`src/design/minibatch_kmeans_centroid_engine_defines.svh`:
```
// Assertion macros for the centroid engine.
`ifndef MINIBATCH_KMEANS_CENTROID_ENGINE_DEFINES_SVH
`define MINIBATCH_KMEANS_CENTROID_ENGINE_DEFINES_SVH

// same-cycle implication
`define KMC_ASSERT_NOW(lbl, ante, cons, msg) \
  lbl: assert property (@(posedge clk) disable iff (rst) (ante) |-> (cons)) else $error(msg);

// next-cycle implication
`define KMC_ASSERT_NEXT(lbl, ante, cons, msg) \
  lbl: assert property (@(posedge clk) disable iff (rst) (ante) |=> (cons)) else $error(msg);

`endif

```
`src/design/kmc_pkg.sv`:
```
`timescale 1ns / 1ps
// Package: shared widths, codes and payload types of the centroid engine.
package kmc_pkg;

  localparam int COORD_W = 16;
  localparam int SUM_W   = 32;
  localparam int CNT_W   = 16;
  localparam int LIFE_W  = 32;
  localparam int SQ_W    = 32;
  localparam int DIST_W  = 34;
  localparam int ROOT_W  = 17;
  localparam int NUM_W   = 34;
  localparam int DEN_W   = 33;

  localparam int DEF_MAX_CLUSTERS = 16;
  localparam int DEF_MAX_DIMS     = 4;
  localparam int DEF_MAX_BATCH    = 1024;

  typedef enum logic [1:0] {
    CMD_LOAD      = 2'd0,
    CMD_TRAIN     = 2'd1,
    CMD_END_BATCH = 2'd2,
    CMD_PREDICT   = 2'd3
  } cmd_e;

  localparam logic REG_CLUSTER_COUNT = 1'b0;
  localparam logic REG_DIMS_IN_USE   = 1'b1;

  typedef struct packed {
    logic [1:0]         cmd;
    logic [3:0]         cluster_index;
    logic signed [15:0] coord0;
    logic signed [15:0] coord1;
    logic signed [15:0] coord2;
    logic signed [15:0] coord3;
  } point_t;

  typedef struct packed {
    logic        found;
    logic [3:0]  nearest_cluster;
    logic [16:0] distance;
  } result_t;

  typedef struct packed {
    logic cen_load;
    logic cen_update;
    logic sum_write;
    logic mul_load;
    logic div_start;
  } lane_op_t;

endpackage

```
`src/design/kmc_merge.sv`:
```
`timescale 1ns / 1ps
// Module: sums the lane distance terms and keeps the running nearest centroid.
module kmc_merge #(
  parameter int MAX_CLUSTERS = kmc_pkg::DEF_MAX_CLUSTERS,
  parameter int MAX_DIMS     = kmc_pkg::DEF_MAX_DIMS
) (
  input  logic                                clk,
  input  logic                                rst,
  input  logic [kmc_pkg::SQ_W-1:0]            sq [MAX_DIMS],
  input  logic                                in_valid,
  input  logic                                in_first,
  input  logic [$clog2(MAX_CLUSTERS)-1:0]     in_idx,
  output logic [kmc_pkg::DIST_W-1:0]          best_dist,
  output logic [$clog2(MAX_CLUSTERS)-1:0]     best_idx
);

  localparam int DW = kmc_pkg::DIST_W;

  logic [DW-1:0]                    total;
  logic [DW-1:0]                    sum_q;
  logic                             v_q;
  logic                             first_q;
  logic [$clog2(MAX_CLUSTERS)-1:0]  idx_q;

  always_comb begin
    total = '0;
    for (int d = 0; d < MAX_DIMS; d++) begin
      total = total + DW'(sq[d]);
    end
  end

  always_ff @(posedge clk) begin
    if (rst) begin
      v_q <= 1'b0;
    end else begin
      v_q <= in_valid;
    end
    sum_q   <= total;
    first_q <= in_first;
    idx_q   <= in_idx;
    if (v_q && (first_q || sum_q < best_dist)) begin
      best_dist <= sum_q;
      best_idx  <= idx_q;
    end
  end

endmodule
```
`config.mk`:
```
export PLATFORM = sky130hd
export DESIGN_NAME = kmc_merge
export DESIGN_NICKNAME = d
export VERILOG_FILES = /design/src/design/minibatch_kmeans_centroid_engine_defines.svh /design/src/design/kmc_pkg.sv /design/src/design/kmc_merge.sv
export SDC_FILE = /design/constraint.sdc
export NUM_CORES = 1
export LEC_CHECK = 0
export ABC_AREA = 0
export BUFFER_PORTS_ARGS = -buffer_cell sky130_fd_sc_hd__clkbuf_2
export CORE_ASPECT_RATIO = 0.75
export CORE_UTILIZATION = 45
export CTS_BUF_LIST = sky130_fd_sc_hd__clkbuf_8
export CTS_CLUSTER_SIZE = 16
export DETAILED_ROUTE_END_ITERATION = 10
export MAX_ROUTING_LAYER = met4
export PLACE_DENSITY = 0.8
export SLEW_MARGIN = 20
export SYNTH_ARGS = -nofsm -noshare
export SYNTH_HDL_FRONTEND = slang
export SYNTH_SLANG_ARGS = --single-unit
```
`constraint.sdc`:
```
create_clock -name clk -period 8.5 [get_ports clk]
set_clock_uncertainty 0.2 [all_clocks]
set_input_delay 0.425 -clock clk [delete_from_list [all_inputs] [get_ports clk]]
set_output_delay 0.425 -clock clk [all_outputs]
set_load 0.02 [all_outputs]
```
==> out/qor.yml <==
start_kind: "input pin"
ant_nets: 0
power.leakage_nw: 4.20
holdWs_ns: 0.0815
peakVddDrop_v: 0.000110
numCtsBuffers: 9
rsz0062_at_grt: "false"
grt_pass1_vias: 4947
num_rows: 37
tritoncts: "yes"
synth_area_leader_cell: "fa_1"
dp_hpwl_um: 11000
power_density_nw_per_um2: 247
final_area_um2: 7690
synth-edff-count: 38
wl_per_cell_um: 12.2
ys_seq_elements: 78
die-area_um2: 14700
cp.required_ns: 8.59
drc: 0
h-tree-depth: 3
routed_via_density: 4.68
timing.rr.end: "best_dist[21]"
ys_async_sr_fraction_pct: 0
period_share_pct: 42.9
antenna_cells: 0
clk_pin_slew_ns: 0.09
core_area_um2: 13800
io_pins: 174
gr-total-overflow: 0
final_layout_size_suffix_gt1_share_pct: 22.9
yosys_warnings: 0
fmax_ghz: 0.274
cts_sinks: 78
fin_nets: 1120
crit_type: "input pin to flop"
reg2reg_depth: 10
cts_resized: 0
grt_max_degree: 29
yosysSeqAreaShare_pct: 30.4
cts_setup_buffers: 0
dp.cells: 1012
min_path_type: "input pin to flop"
worst_pin_slew_ns: 0.642
end_kind: "flop"
critPathLaunch: "sq[1]"
die_x_um: 140
drt-initial-drc-count: 237
synth_area_leaders: "fa_1 (20%), edfxtp_1 (18%), ha_1 (13%), inv_1 (13%), dfxtp_1 (13%)"
worstPathArrival_ns: 3.74
outcome: "finished, final reports clean"
finalWirelength_um: 12600
post-route-min-period_ns: 3.64
start_util_pct: 46.3
r2r_slack_ns: 4.90
port_buffers: 173
syn-mean-instance-area_um2: 9.50
fin_cells: 1034
area_growth_pct: 20.5
synth_fp_nets: 938
syn-cell-area_um2: 6380
hold_viol_final: 0
clk_latency_ns: 0.36
vias: 4834
synth_cells: 672
maxCapViolations: 0
track_usage_pct: 19.5
grt_pass1_wl_um: 22200
tns_ns: 0
yosysTopAreaCellShare_pct: 20.1
cts_buffer_depth: 2
die_h_um: 105
synth_cell_type_count: 48
r2r_start: "best_dist[5]"
synthFlopType: "dfxtp_1"
cts_hold_buf: 6
relSlewSlack_pct: 57.1
fillCellCount: 1234
crit_fanout: 5
place.gp.congestion: 0.881
place_area_um2: 7450
critPathCapture: "sum_q[31]"
setup_viol: 0
drv_slew: 0
cts_root_buffer: "clkbuf_8"
antenna_found_initial: 0
drt_pass1_iterations: 5
==> cell type report <==
cell class / count / area (µm²) / share of cell area, %
sequential: 78 / 1940 / 25.2
clock buffer: 9 / 124 / 1.61
inverter: 216 / 811 / 10.5
timing repair buffer: 180 / 933 / 12.1
tap: 175 / 219 / 2.85
multi-input combinational: 369 / 3610 / 46.9
clock inverter: 7 / 56.3 / 0.732
==> registers in the layout, summed over array words and instances (netlist names) <==
register	count
best_dist	34
v_q	1
first_q	1
idx_q	4
sum_q	34
best_idx	4
==> synth_stat cells, drive strengths merged (4+ instances only) <==
| master | number |
|---|---|
| a21o | 19 |
| clkbuf | 6 |
| a211oi | 8 |
| xnor2 | 18 |
| ha | 66 |
| a21oi | 42 |
| xor2 | 10 |
| nor3 | 7 |
| nand2 | 26 |
| a311oi | 4 |
| o21bai | 4 |
| a31oi | 4 |
| inv | 216 |
| edfxtp | 38 |
| nand3 | 6 |
| o21ai | 27 |
| nor2 | 19 |
| nand4 | 12 |
| dfxtp | 40 |
| fa | 64 |
==> worst max-delay path: stages <==
cell	delay (ns)
clkbuf_2	0.08
inv_1	0.04
fa_1	0.52
inv_1	0.05
fa_1	0.45
ha_1	0.26
fa_1	0.42
a21o_1	0.22
a221oi_4	0.33
o211ai_1	0.16
a21o_1	0.20
a31o_1	0.25
a31oi_1	0.20
xnor2_1	0.13
==> cell families after synthesis <==
logic type	Yosys count	share of synthesized area, %
flip-flops	78	30.4
AND/OR/NAND/NOR	83	6.31
AO/OA/AOI/OAI	128	13.1
XOR/XNOR	28	3.84
adder cells (fa/ha/maj)	130	33.0
buffers and inverters	225	13.3
==> routing by layer <==
layer,global-route usage (%),vias up,part of all wire [%]
met5,-,-,0
met4,7.06,0,1.6
met3,1.70,18,4.3
met2,29.2,134,42
met1,27.6,2180,52
li1,-,2502,-
==> stage by stage <==
step                total power, mW  setup slack [ns]  util (%)
floorplan                      1.37              3.22         -
global placement               1.62              4.53      54.0
detailed placement             1.65              4.46      54.0
CTS                            1.91              4.83      55.8
global route                   2.09              4.54      55.8
finish                         1.90              4.86      55.8
==> how the worst min path moves through the flow <==
stage / startpoint / endpoint / slack [ns] / depth (start not counted)
after floorplan: idx_q[0] / best_idx[0] / 0.19 / 0
after detailed placement: idx_q[0] / best_idx[0] / 0.19 / 0
after global placement: idx_q[3] / best_idx[3] / 0.19 / 0
after global routing: in_valid / v_q / 0.09 / 2
final: in_valid / v_q / 0.08 / 2
after CTS: in_valid / v_q / 0.07 / 2
==> layout by cell type, fill, tap and decap left out, drive strengths merged, types with 2 or more instances in the layout <==
master and count:
a211oi 8, a21boi 3, a21o 19, a21oi 42
a221oi 2, a311oi 4, a31oi 4, and3 2
clkbuf 182, clkinv 2, clkinvlp 2, dfxtp 40
dlygate4sd3 6, edfxtp 38, fa 64, ha 66
inv 219, nand2 26, nand3 6, nand4 12
nor2 19, nor2b 2, nor3 7, nor4 3
nor4b 2, o211ai 3, o21a 3, o21ai 27
o21bai 4, o31ai 2, or4 2, xnor2 18
xor2 10
==> report_power, final <==
group / switching (mW) / total (mW) / internal, mW
clock network: 0.142 / 0.251 / 0.109
logic: 0.587 / 1.03 / 0.438
registers: 0.0732 / 0.621 / 0.548
No activity file was read; power rests on OpenSTA's default activity.
