--- src/design/minibatch_kmeans_centroid_engine_defines.svh ---
// Assertion macros for the centroid engine.
`ifndef MINIBATCH_KMEANS_CENTROID_ENGINE_DEFINES_SVH
`define MINIBATCH_KMEANS_CENTROID_ENGINE_DEFINES_SVH

// same-cycle implication
`define KMC_ASSERT_NOW(lbl, ante, cons, msg) \
  lbl: assert property (@(posedge clk) disable iff (rst) (ante) |-> (cons)) else $error(msg);

// next-cycle implication
`define KMC_ASSERT_NEXT(lbl, ante, cons, msg) \
  lbl: assert property (@(posedge clk) disable iff (rst) (ante) |=> (cons)) else $error(msg);

`endif

--- src/design/kmc_pkg.sv ---
`timescale 1ns / 1ps
// Package: shared widths, codes and payload types of the centroid engine.
package kmc_pkg;

  localparam int COORD_W = 16;
  localparam int SUM_W   = 32;
  localparam int CNT_W   = 16;
  localparam int LIFE_W  = 32;
  localparam int SQ_W    = 32;
  localparam int DIST_W  = 34;
  localparam int ROOT_W  = 17;
  localparam int NUM_W   = 34;
  localparam int DEN_W   = 33;

  localparam int DEF_MAX_CLUSTERS = 16;
  localparam int DEF_MAX_DIMS     = 4;
  localparam int DEF_MAX_BATCH    = 1024;

  typedef enum logic [1:0] {
    CMD_LOAD      = 2'd0,
    CMD_TRAIN     = 2'd1,
    CMD_END_BATCH = 2'd2,
    CMD_PREDICT   = 2'd3
  } cmd_e;

  localparam logic REG_CLUSTER_COUNT = 1'b0;
  localparam logic REG_DIMS_IN_USE   = 1'b1;

  typedef struct packed {
    logic [1:0]         cmd;
    logic [3:0]         cluster_index;
    logic signed [15:0] coord0;
    logic signed [15:0] coord1;
    logic signed [15:0] coord2;
    logic signed [15:0] coord3;
  } point_t;

  typedef struct packed {
    logic        found;
    logic [3:0]  nearest_cluster;
    logic [16:0] distance;
  } result_t;

  typedef struct packed {
    logic cen_load;
    logic cen_update;
    logic sum_write;
    logic mul_load;
    logic div_start;
  } lane_op_t;

endpackage

--- src/design/kmc_sqrt.sv ---
`timescale 1ns / 1ps
// Module: digit-by-digit floor square root, one root bit per cycle.
module kmc_sqrt (
  input  logic                         clk,
  input  logic                         rst,
  input  logic                         start,
  input  logic [kmc_pkg::DIST_W-1:0]   radicand,
  output logic                         busy,
  output logic [kmc_pkg::ROOT_W-1:0]   root
);

  localparam int RW = kmc_pkg::ROOT_W;
  localparam int AW = kmc_pkg::DIST_W;
  localparam int MW = RW + 2;
  localparam int CW = $clog2(RW + 1);

  logic [AW-1:0] rad;
  logic [MW-1:0] rem;
  logic [CW-1:0] cnt;
  logic [MW+1:0] rem_sh;
  logic [MW+1:0] trial;
  logic          ge;

  assign rem_sh = {rem, rad[AW-1:AW-2]};
  assign trial  = (MW+2)'({root, 2'b01});
  assign ge     = rem_sh >= trial;

  always_ff @(posedge clk) begin
    if (rst) begin
      busy <= 1'b0;
      cnt  <= '0;
    end else if (start) begin
      busy <= 1'b1;
      cnt  <= CW'(RW);
      rad  <= radicand;
      rem  <= '0;
      root <= '0;
    end else if (busy) begin
      rad  <= {rad[AW-3:0], 2'b00};
      rem  <= ge ? MW'(rem_sh - trial) : rem_sh[MW-1:0];
      root <= {root[RW-2:0], ge};
      cnt  <= cnt - 1'b1;
      if (cnt == CW'(1)) begin
        busy <= 1'b0;
      end
    end
  end

endmodule

--- config.mk ---
export PLATFORM = sky130hd
export DESIGN_NAME = kmc_sqrt
export DESIGN_NICKNAME = d
export VERILOG_FILES = /design/src/design/minibatch_kmeans_centroid_engine_defines.svh /design/src/design/kmc_pkg.sv /design/src/design/kmc_sqrt.sv
export SDC_FILE = /design/constraint.sdc
export NUM_CORES = 1
export LEC_CHECK = 0
export ABC_AREA = 1
export BUFFER_PORTS_ARGS = -buffer_cell sky130_fd_sc_hd__buf_2
export CORE_MARGIN = 4
export CORE_UTILIZATION = 55
export DETAILED_ROUTE_END_ITERATION = 10
export PLACE_DENSITY = 0.76
export RECOVER_POWER = 50
export SYNTH_ARGS = -nofsm -noshare
export SYNTH_HDL_FRONTEND = slang
export SYNTH_SLANG_ARGS = --single-unit
--- constraint.sdc ---
create_clock -name clk -period 6 [get_ports clk]
set_input_delay 0.3 -clock clk [delete_from_list [all_inputs] [get_ports clk]]
set_output_delay 0.3 -clock clk [all_outputs]
set_load 0.1 [all_outputs]
==> metrics.md <==
| Metric | Value |
|---|---|
| Crit start category | input port |
| GRT Total Usage | 19.00% |
| Area Growth Syn to Fin | 11.79% |
| DP Area | 4870 µm² |
| ANT cells | 0 |
| Worst-margin pin slew | 2246 ps |
| R2r worst-path depth | 10 |
| Leak | 2.489 nW |
| Worst Path Required | 6120 ps |
| Skew final | 13.04 ps |
| Ports | 55 |
| DRT Pass-1 Iters | 4 |
| Most Crowded Layer GR | met2 |
| Final setup viols | 0 |
| Layout cells sized above 1 | 12.42% |
| CTS-repair resized insts | 0 |
| Clk Latency, worst-skew pair | 350 ps |
| CP endpoint kind | flip-flop |
| DP Wirelength | 6153 µm |
| M3 GR Usage | 4.105% |
| Area contributors post-synth | edfxtp_1, nand2_1, inv_1, ha_1, nor2_1 |
| Met2 Track Usage GR | 31.25% |
| Iter 0 DRT Violations | 238 |
| MaxCap Viol Count | 2 |
| Flops & latches, synth | 76 |
| Mapped Cells | 564 |
| Worst-path clk slew | 80 ps |
| Synth warn | 0 |
| Worst Path Max Fanout | 55 |
| Kind of critical path | in -> reg |
| Sum Neg Setup Slack | 0 ps |
| Cell area after layout | 5065 µm² |
| Die Y | 98.76 µm |
| Post-Route WL | 8673 µm |
| Vias in the first global route | 3593 |
| Max Transition Viols Final | 110 |
| RSZ-0062 raised after global routing | false |
| Worst Setup Slack, final | 2476 ps |
| Worst-case clock buffer depth | 2 |
| Placer congestion estimate | 0.9150 |
| CP Data Arrival Time | 3640 ps |
| Worst hold path class | in -> reg |
| Total clock sinks | 76 |
| Core Util, Final | 64.21% |
| Gr ovfl total | 0 |
| Outcome | complete, but fails checks |
| Chip Width | 98.76 µm |
| Setup bufs post-CTS | 0 |
| Yosys top cell by area | edfxtp_1 |
| Failing checks | capacitance limit, slew limit |
| Area of the core | 7888 µm² |
| Place WS | 3454 ps |
| Post-Syn Area per Cell | 8.033 µm² |
| First-pass GRT wire length | 15280 µm |
| Hold_buf cts | 0 |
| Vias per cell | 4.999 |
| Syn Std Cell Area | 4531 µm² |
| Antenna violations before repair | 0 |
| Worst Hold Depth | 3 |
| Num CTS Buffers | 9 |
| H-tree depth | 3 |
| Mapped Nets | 622 |
| Sequential fraction of the synthesis area | 49.05% |
| WL/cell | 12.01 µm |
| CTS tree | yes |
| Site row count | 32 |
| Largest net degree at the start of global routing | 72 |
| CTS root buffer | clkbuf_8 |
| Relative slew slack | -49.71% |
| Max VDD drop | 0.0001388 V |
| Pwr Density | 288.7 nW/µm² |
| Final Hold Fails | 0 |
| DRC Markers | 0 |
| Met1 Use GR | 24.80% |
| Post-synth top area share | 46.40% |
| Crit share post-route | 58.73% |
| FMAX | 283.8 MHz |
| Synth unique cells | 34 |
| Minimum clock period | 3524 ps |
| PortBufs | 54 |
| Final net count | 673 |
| Via count | 3609 |
| Final ANT Viol Nets | 0 |
| Die area | 9754 µm² |
| Initial core utilization | 57.44% |
==> stage by stage <==
step | total power [mW] | hold slack (ps) | cells
2_1_floorplan | 0.9664 | 457.1 | 564
3_3_place_gp | 1.030 | 472.6 | 706
3_5_place_dp | 1.038 | 481.2 | 706
4_1_cts | 1.476 | 187.7 | 722
5_1_grt | 1.554 | 202.1 | 722
6_report | 1.462 | 205.4 | 722
==> area by class of cell <==
class                           count  area (µm²)
Fill cell                         712        2823
Sequential cell                    76        2222
Multi-Input combinational cell    393        1936
Inverter                           79       299.0
Timing Repair Buffer               56       257.7
Tap cell                          102       127.6
Clock buffer                        9       123.9
Clock inverter                      7       98.84
==> layout by cell type (no fill, tap or decap), types with 2 or more instances in the layout <==
master / count
clkinv_4: 3
o21ai_0: 5
clkbuf_8: 9
nor3_1: 5
o21ai_1: 11
nand2_2: 4
dfxtp_1: 6
clkbuf_1: 20
a21oi_1: 14
edfxtp_1: 70
nand2_1: 212
buf_2: 35
bufinv_16: 2
xor2_1: 9
a211oi_1: 2
inv_2: 2
nand3_1: 21
nand3b_1: 4
nor2_1: 60
ha_1: 21
nor2_2: 12
inv_1: 76
==> flip-flops by register name, indices dropped and copies added, names as in the netlist <==
signal / flops
busy: 1
cnt: 5
rad: 34
rem: 19
root: 17
==> cells by family (layout without fill, tap and decap cells) <==
group	Yosys count	count (layout)	synth area share, %
and+or+nand+nor	325	325	30.32
buffers and inverters	95	151	8.478
DFF	76	76	49.05
AOI/OAI and AO/OA	37	37	4.419
adders and majority gates	21	21	5.799
xor gates and xnor gates	10	10	1.933
==> critical path, stage by stage <==
cell	delay, ps
clkbuf_1	1520
inv_1	300
clkbuf_1	960
nand2_1	360
nand2_1	80
nand2_1	60
inv_1	30
==> Yosys cell counts <==
library cell	n
clkbuf_1	9
inv_1	76
o21ai_0	5
nor2_1	60
xnor2_1	1
inv_4	1
nand2_1	212
o31ai_1	1
nor3_1	5
a21oi_2	1
nand2_4	1
a21oi_1	15
nand4_1	1
nand3b_1	4
nand2_8	1
nor2_4	1
buf_6	3
nor2_2	12
dfxtp_1	6
inv_2	2
nor4_4	1
nor3_4	1
buf_1	2
buf_2	2
o21ai_1	11
edfxtp_1	70
nand2_2	4
nand3_1	21
ha_1	21
a211oi_1	2
and3_1	1
a31oi_1	1
o21bai_1	1
xor2_1	9
==> path summary, 6_finish.rpt <==
path              slack [ps]        start  endpoint
setup / recovery        2480        start   rem[18]
hold / removal           210  radicand[1]    rad[1]
setup reg to reg        3780      rem[11]   rem[13]
hold reg to reg          500       cnt[4]    cnt[4]
==> report_power, final <==
group	switching [mW]	total (mW)	internal, mW
Clock	0.201	0.438	0.236
Sequential	0.0184	0.650	0.632
Combinational	0.259	0.375	0.116
==> metal layers <==
layer / share of wire (%) / vias up / wire length [µm]
li1: - / 1885 / -
met3: 4.9 / 12 / 428
met5: 0 / - / 0
met1: 47 / 1629 / 4084
met4: 1.9 / 0 / 164
met2: 46 / 83 / 3996
No activity file was read; power rests on OpenSTA's default activity.
