--- src/design/minibatch_kmeans_centroid_engine_defines.svh ---
// Assertion macros for the centroid engine.
`ifndef MINIBATCH_KMEANS_CENTROID_ENGINE_DEFINES_SVH
`define MINIBATCH_KMEANS_CENTROID_ENGINE_DEFINES_SVH

// same-cycle implication
`define KMC_ASSERT_NOW(lbl, ante, cons, msg) \
  lbl: assert property (@(posedge clk) disable iff (rst) (ante) |-> (cons)) else $error(msg);

// next-cycle implication
`define KMC_ASSERT_NEXT(lbl, ante, cons, msg) \
  lbl: assert property (@(posedge clk) disable iff (rst) (ante) |=> (cons)) else $error(msg);

`endif

--- src/design/kmc_pkg.sv ---
`timescale 1ns / 1ps
// Package: shared widths, codes and payload types of the centroid engine.
package kmc_pkg;

  localparam int COORD_W = 16;
  localparam int SUM_W   = 32;
  localparam int CNT_W   = 16;
  localparam int LIFE_W  = 32;
  localparam int SQ_W    = 32;
  localparam int DIST_W  = 34;
  localparam int ROOT_W  = 17;
  localparam int NUM_W   = 34;
  localparam int DEN_W   = 33;

  localparam int DEF_MAX_CLUSTERS = 16;
  localparam int DEF_MAX_DIMS     = 4;
  localparam int DEF_MAX_BATCH    = 1024;

  typedef enum logic [1:0] {
    CMD_LOAD      = 2'd0,
    CMD_TRAIN     = 2'd1,
    CMD_END_BATCH = 2'd2,
    CMD_PREDICT   = 2'd3
  } cmd_e;

  localparam logic REG_CLUSTER_COUNT = 1'b0;
  localparam logic REG_DIMS_IN_USE   = 1'b1;

  typedef struct packed {
    logic [1:0]         cmd;
    logic [3:0]         cluster_index;
    logic signed [15:0] coord0;
    logic signed [15:0] coord1;
    logic signed [15:0] coord2;
    logic signed [15:0] coord3;
  } point_t;

  typedef struct packed {
    logic        found;
    logic [3:0]  nearest_cluster;
    logic [16:0] distance;
  } result_t;

  typedef struct packed {
    logic cen_load;
    logic cen_update;
    logic sum_write;
    logic mul_load;
    logic div_start;
  } lane_op_t;

endpackage

--- src/design/kmc_div.sv ---
`timescale 1ns / 1ps
// Module: signed-by-unsigned restoring divider, one quotient bit per cycle.
module kmc_div (
  input  logic                               clk,
  input  logic                               rst,
  input  logic                               start,
  input  logic signed [kmc_pkg::NUM_W-1:0]   num,
  input  logic        [kmc_pkg::DEN_W-1:0]   den,
  output logic                               busy,
  output logic signed [kmc_pkg::NUM_W:0]     quo
);

  localparam int NW = kmc_pkg::NUM_W;
  localparam int DW = kmc_pkg::DEN_W;
  localparam int CW = $clog2(NW + 1);

  logic [NW-1:0] q;
  logic [DW-1:0] rem;
  logic [DW-1:0] dsr;
  logic          neg;
  logic [CW-1:0] cnt;
  logic [DW:0]   rem_sh;
  logic [DW:0]   diff;
  logic          ge;

  assign rem_sh = {rem, q[NW-1]};
  assign ge     = rem_sh >= {1'b0, dsr};
  assign diff   = rem_sh - {1'b0, dsr};

  always_ff @(posedge clk) begin
    if (rst) begin
      busy <= 1'b0;
      cnt  <= '0;
    end else if (start) begin
      busy <= 1'b1;
      cnt  <= CW'(NW);
      neg  <= num[NW-1];
      q    <= num[NW-1] ? -num : num;
      rem  <= '0;
      dsr  <= den;
    end else if (busy) begin
      rem <= ge ? diff[DW-1:0] : rem_sh[DW-1:0];
      q   <= {q[NW-2:0], ge};
      cnt <= cnt - 1'b1;
      if (cnt == CW'(1)) begin
        busy <= 1'b0;
      end
    end
  end

  assign quo = neg ? -$signed({1'b0, q}) : $signed({1'b0, q});

endmodule

--- src/design/kmc_lane.sv ---
`timescale 1ns / 1ps
// Module: one coordinate lane: centroid and batch-sum stores, distance term, update.
module kmc_lane #(
  parameter int MAX_CLUSTERS = kmc_pkg::DEF_MAX_CLUSTERS
) (
  input  logic                                  clk,
  input  logic                                  rst,
  input  kmc_pkg::lane_op_t                     op,
  input  logic [$clog2(MAX_CLUSTERS)-1:0]       rd_addr,
  input  logic [$clog2(MAX_CLUSTERS)-1:0]       wr_addr,
  input  logic                                  active,
  input  logic signed [kmc_pkg::COORD_W-1:0]    coord,
  input  logic                                  sum_valid,
  input  logic [kmc_pkg::CNT_W-1:0]             batch_n,
  input  logic [kmc_pkg::DEN_W-1:0]             den,
  output logic [kmc_pkg::SQ_W-1:0]              sq,
  output logic                                  div_busy
);

  localparam int CWD = kmc_pkg::COORD_W;
  localparam int SW  = kmc_pkg::SUM_W;
  localparam int NW  = kmc_pkg::NUM_W;

  logic signed [CWD-1:0] cen_mem [MAX_CLUSTERS];
  logic signed [SW-1:0]  sum_mem [MAX_CLUSTERS];
  logic signed [CWD-1:0] cen_q;
  logic signed [SW-1:0]  sum_q;

  logic signed [SW-1:0]  sum_base;
  logic signed [SW-1:0]  sum_acc;
  logic signed [CWD:0]   diff;
  logic signed [2*CWD+1:0] sq_full;

  logic signed [CWD+kmc_pkg::CNT_W:0] nc_q;
  logic signed [CWD-1:0] c_hold;
  logic signed [SW-1:0]  s_hold;
  logic signed [NW-1:0]  num;
  logic signed [NW:0]    quo;
  logic signed [NW+1:0]  cen_sum;
  logic signed [CWD-1:0] cen_new;

  assign sum_base = sum_valid ? sum_q : '0;
  assign sum_acc  = sum_base + (active ? SW'(coord) : '0);
  assign diff     = (CWD+1)'(coord) - (CWD+1)'(cen_q);
  assign sq_full  = diff * diff;
  assign num      = NW'(s_hold) - NW'(nc_q);
  assign cen_sum  = (NW+2)'(c_hold) + (NW+2)'(quo);

  always_comb begin
    if (cen_sum > (NW+2)'(32767)) begin
      cen_new = 16'sh7fff;
    end else if (cen_sum < -(NW+2)'(32768)) begin
      cen_new = -16'sh8000;
    end else begin
      cen_new = cen_sum[CWD-1:0];
    end
  end

  always_ff @(posedge clk) begin
    cen_q <= cen_mem[rd_addr];
    sum_q <= sum_mem[rd_addr];
    if (op.cen_load || (op.cen_update && active)) begin
      cen_mem[wr_addr] <= op.cen_load ? coord : cen_new;
    end
    if (op.sum_write) begin
      sum_mem[wr_addr] <= sum_acc;
    end
  end

  always_ff @(posedge clk) begin
    sq <= active ? sq_full[kmc_pkg::SQ_W-1:0] : '0;
    if (op.mul_load) begin
      nc_q   <= $signed({1'b0, batch_n}) * cen_q;
      c_hold <= cen_q;
      s_hold <= sum_base;
    end
  end

  kmc_div u_div (
    .clk   (clk),
    .rst   (rst),
    .start (op.div_start),
    .num   (num),
    .den   (den),
    .busy  (div_busy),
    .quo   (quo)
  );

endmodule

--- config.mk ---
export PLATFORM = sky130hd
export DESIGN_NAME = kmc_lane
export DESIGN_NICKNAME = d
export VERILOG_FILES = /design/src/design/minibatch_kmeans_centroid_engine_defines.svh /design/src/design/kmc_pkg.sv /design/src/design/kmc_div.sv /design/src/design/kmc_lane.sv
export SDC_FILE = /design/constraint.sdc
export NUM_CORES = 2
export LEC_CHECK = 0
export BUFFER_PORTS_ARGS = -buffer_cell sky130_fd_sc_hd__buf_2
export CAP_MARGIN = 20
export CORE_MARGIN = 2
export CORE_UTILIZATION = 54
export CTS_CLUSTER_SIZE = 25
export DETAILED_ROUTE_END_ITERATION = 16
export GPL_ROUTABILITY_DRIVEN = 0
export MAX_ROUTING_LAYER = met4
export PLACE_DENSITY_LB_ADDON = 0.3
export SLEW_MARGIN = 0
export SYNTH_ARGS = -nofsm -noshare
export SYNTH_HDL_FRONTEND = slang
export SYNTH_SLANG_ARGS = --single-unit
--- constraint.sdc ---
create_clock -name clk -period 10.4 [get_ports clk]
set_input_delay 1.04 -clock clk [delete_from_list [all_inputs] [get_ports clk]]
set_output_delay 1.04 -clock clk [all_outputs]
set_load 0.02 [all_outputs]
==> summary.txt <==
Run status
  • Status: finished clean

Critical path
  • WP data required: approximately 11 ns
  • CP endpoint: sq[30]$_SDFF_PN0_
  • Crit-path max FO: 18
  • Worst-case reg-to-reg path depth: 35
  • Startpoint types: flop
  • Critical Path AT: slightly below 10 ns
  • Reg-to-reg endpoint: sq[30]$_SDFF_PN0_
  • Most frequent CP cell: fa_1
  • Reg2reg setup slack: around 1.1 ns
  • Worst path max stage delay: roughly 0.64 ns
  • CP max-delay cell: a2111oi_0
  • Crit Reg-Reg Startpoint: cen_q[1]$_DFF_P_
  • Crit end category: flop
  • CP startpoint: cen_q[1]$_DFF_P_
  • WS Path Type: flop to flop

Logic synthesis
  • Prevailing post-synth register cell: edfxtp_1
  • Area leader, netlist: edfxtp_1
  • Post-synthesis mux area share: ~8.8%
  • Synth Area in Compound Gates: under 10%
  • Syn_nets: 5,960
  • Synth Warn #: 0
  • Netlist cell types: between 90 and 100
  • Synth Area in XOR/XNOR: roughly 3.2%
  • Cell Area, Synth: around 65,000 um^2
  • Avg Cell Area, Syn: ~13 um^2
  • Seq/Total Area, Yosys: 46.53%
  • Post-Synthesis Cells: 5,070
  • Asr flop ratio synth: 0%
  • Synth area leaders: edfxtp_1 44%, fa_1 14%, mux4_2 8.3%
  • Post-Synth Adder-Cell Area: 20.83%
  • Register bit count reported by yosys: just over 1,000
  • Post-synthesis simple-gate area fraction: between 8 and 9%
  • EDFF count, synth: 950
  • Combinational family with the most area after synthesis: adder cells
  • Area share of the largest cell type after synthesis: between 40% and 50%

Route
  • DRT Pass-1 Iters: 7
  • Vias per cell: ~5.9
  • Iter 0 DRT Violations: 3,846
  • Drt drc: 0
  • Final antenna-violating net count: 0
  • Routed WL: ~160 mm
  • Vias: approximately 40,000
  • Routed len/inst: 22.90 um

CTS
  • Setup Buffers After CTS: 0
  • CTS H-tree lvls: 3
  • Clock latency on the worst-skew pair: ~0.74 ns
  • CTS tree: yes
  • TritonCTS Buffers: around 110
  • # resized after CTS: 0
  • Clock-pin slew on the worst setup and hold paths: 0.06 ns
  • Hold_buf cts: 0
  • # clock sinks: just over 1,000
  • Maximum clock path buffer count: 3
  • Root Buffer Master: clkbuf_16

Placement
  • DP Cell Count: around 6,700
  • Port Buf Inserts: between 100 and 150
  • Dpl hpwl: between 100 and 150 mm

STA
  • Slew @ Worst Pin: about 1.1 ns
  • Max Slew Vio Count: 0
  • TNS Setup: 0 ns
  • Final period util: about nine tenths
  • Max frequency: roughly 110 MHz
  • Endpoints failing setup: 0
  • Slew headroom: between 20 and 30%
  • Hold Vio Cnt, Final: 0
  • RSZ-0062 raised after global routing: no
  • Hold_ws: between 0.5 and 0.6 ns
  • Crit path time final: around 9.3 ns
  • Worst Skew: between 0.06 and 0.07 ns

Flow run
  • Max_cap viols: 0

Floorplan
  • Die ar.: approximately 120,000 um^2
  • Site row count: about 130
  • Core Area: about 120,000 um^2
  • Die H: approximately 350 um
  • Die width: between 300 and 400 um
  • Initial core utilization: a little over half
  • Ports: about 120

Global routing
  • Vias in the first global route: 41,800
  • First-pass GRT wire length: between 200 and 250 mm
  • Total Routing Usage GR: a little over a quarter
  • Initial antenna violation count: 11
  • Global route overflow: 0
  • Largest net degree at the start of global routing: 90

Finish
  • Post-Layout Cell Count: about 6,900
  • Area growth syn-to-layout: 10.32%
  • Nets: a little over 6,000
  • Share of cells above drive strength 1: 13.36%

Min path
  • Worst hold path class: flop to flop
[synth_stat cells, types with 8 or more instances]
cell type  instances
nor2b_1           29
dfxtp_1           86
o31a_1            12
nor2_1           295
nand2b_1          54
a21o_1            85
xnor2_1          157
a211oi_1          23
nand3_1           50
a31oi_1           29
edfxtp_1         950
buf_2              9
clkbuf_1         142
or3_1             24
ha_1             351
mux2i_1           29
inv_1            696
and2_1           169
clkinv_1           8
buf_1             19
o31ai_1           25
o21ai_0          121
a221oi_1           9
nor3_1            66
xor2_1            79
o21bai_1          24
o211ai_1          17
nand2_1          356
a21oi_1          187
o41ai_1           11
nand4_1           23
mux4_2           240
o21a_1            40
or2_2             23
o2111ai_1          8
and3_1            26
fa_1             457
[registers in the layout (all words and copies together), names as in the netlist, 31 cells and up]
name	flops
cen_mem	256
u_div.rem	33
sum_mem	512
s_hold	32
sum_q	32
sq	31
u_div.q	34
nc_q	33
u_div.dsr	33
[layer usage]
metal	vias up	part of all wire (%)	track usage (%)
met2	1509	49	44.42
met1	20790	40	35.00
met5	-	0	-
li1	18230	-	-
met3	307	8.2	4.780
met4	0	3.0	8.312
[worst max-delay path, delay by kind of cell (launching register included)]
family,cells,cell delay [ns]
simple gates,6,1.02
compound gates,13,3.08
fa+ha+maj,8,3.62
xor+xnor,1,0.18
buf+inv,7,0.87
flops,1,0.32
[layout make-up]
class | count | area [um^2]
Clock inverter | 60 | 749.5
Inverter | 704 | 2643
Clock buffer | 137 | 2798
Sequential cell | 1036 | 30250
Multi-Input combinational cell | 3158 | 31720
Tap cell | 1612 | 2017
Timing Repair Buffer | 233 | 1525
Antenna cell | 8 | 20.02
Fill cell | 9230 | 47930
[worst min path at each step]
stage | end | from | slack (ns) | depth (start not counted)
2_1_floorplan | c_hold[13]$_DFFE_PP_ | cen_q[13]$_DFF_P_ | 0.41 | 0
3_3_place_gp | u_div.busy$_SDFF_PP0_ | u_div.cnt[5]$_SDFFE_PP0N_ | 0.49 | 1
3_5_place_dp | u_div.busy$_SDFF_PP0_ | u_div.cnt[5]$_SDFFE_PP0N_ | 0.49 | 1
4_1_cts | u_div.dsr[6]$_DFFE_PP_ | den[6] | 0.46 | 1
5_1_grt | u_div.dsr[15]$_DFFE_PP_ | den[15] | 0.48 | 1
6_report | u_div.busy$_SDFF_PP0_ | u_div.cnt[5]$_SDFFE_PP0N_ | 0.50 | 1
[placed cells by master (no fill, tap or decap), types with 14 or more instances in the layout]
master,instances
edfxtp_1,950
inv_1,696
fa_1,457
nand2_1,356
ha_1,351
nor2_1,273
mux4_2,240
a21oi_1,187
and2_1,169
xnor2_1,155
o21ai_0,120
buf_4,115
buf_2,108
clkbuf_16,105
dfxtp_1,86
a21o_1,85
xor2_1,78
nor3_1,64
nand2b_1,54
nand3_1,50
o21a_1,40
nor2b_1,29
a31oi_1,29
mux2i_1,29
clkbuf_1,28
and3_1,26
o21bai_1,24
or3_1,24
or2_2,23
a211oi_1,23
o31ai_1,23
nand4_1,23
clkinv_1,22
nor2_4,18
o211ai_1,17
clkinv_2,14
[stage by stage]
stage | worst slack [ns] | cell area (um^2) | util (%)
4_1_cts | 1.149 | 71430 | 59.70
5_1_grt | 0.5165 | 71710 | 59.93
2_1_floorplan | 1.335 | 65010 | -
6_report | 1.096 | 71720 | 59.94
3_5_place_dp | 0.6181 | 67880 | 56.73
3_3_place_gp | 0.7770 | 67860 | 56.72
[cells by family (layout without fill, tap and decap cells)]
group                    after synthesis  after routing
XOR/XNOR                             237            237
AND/OR/NAND/NOR                     1159           1159
AO/OA/AOI/OAI                        680            680
multiplexers                         273            273
adder cells (fa/ha/maj)              808            808
other                                  1              9
flip-flops                          1036           1036
buffers and inverters                876           1134
Power is not shown: default switching activity piles up to over one toggle a cycle in this logic, so the estimate is an artifact.
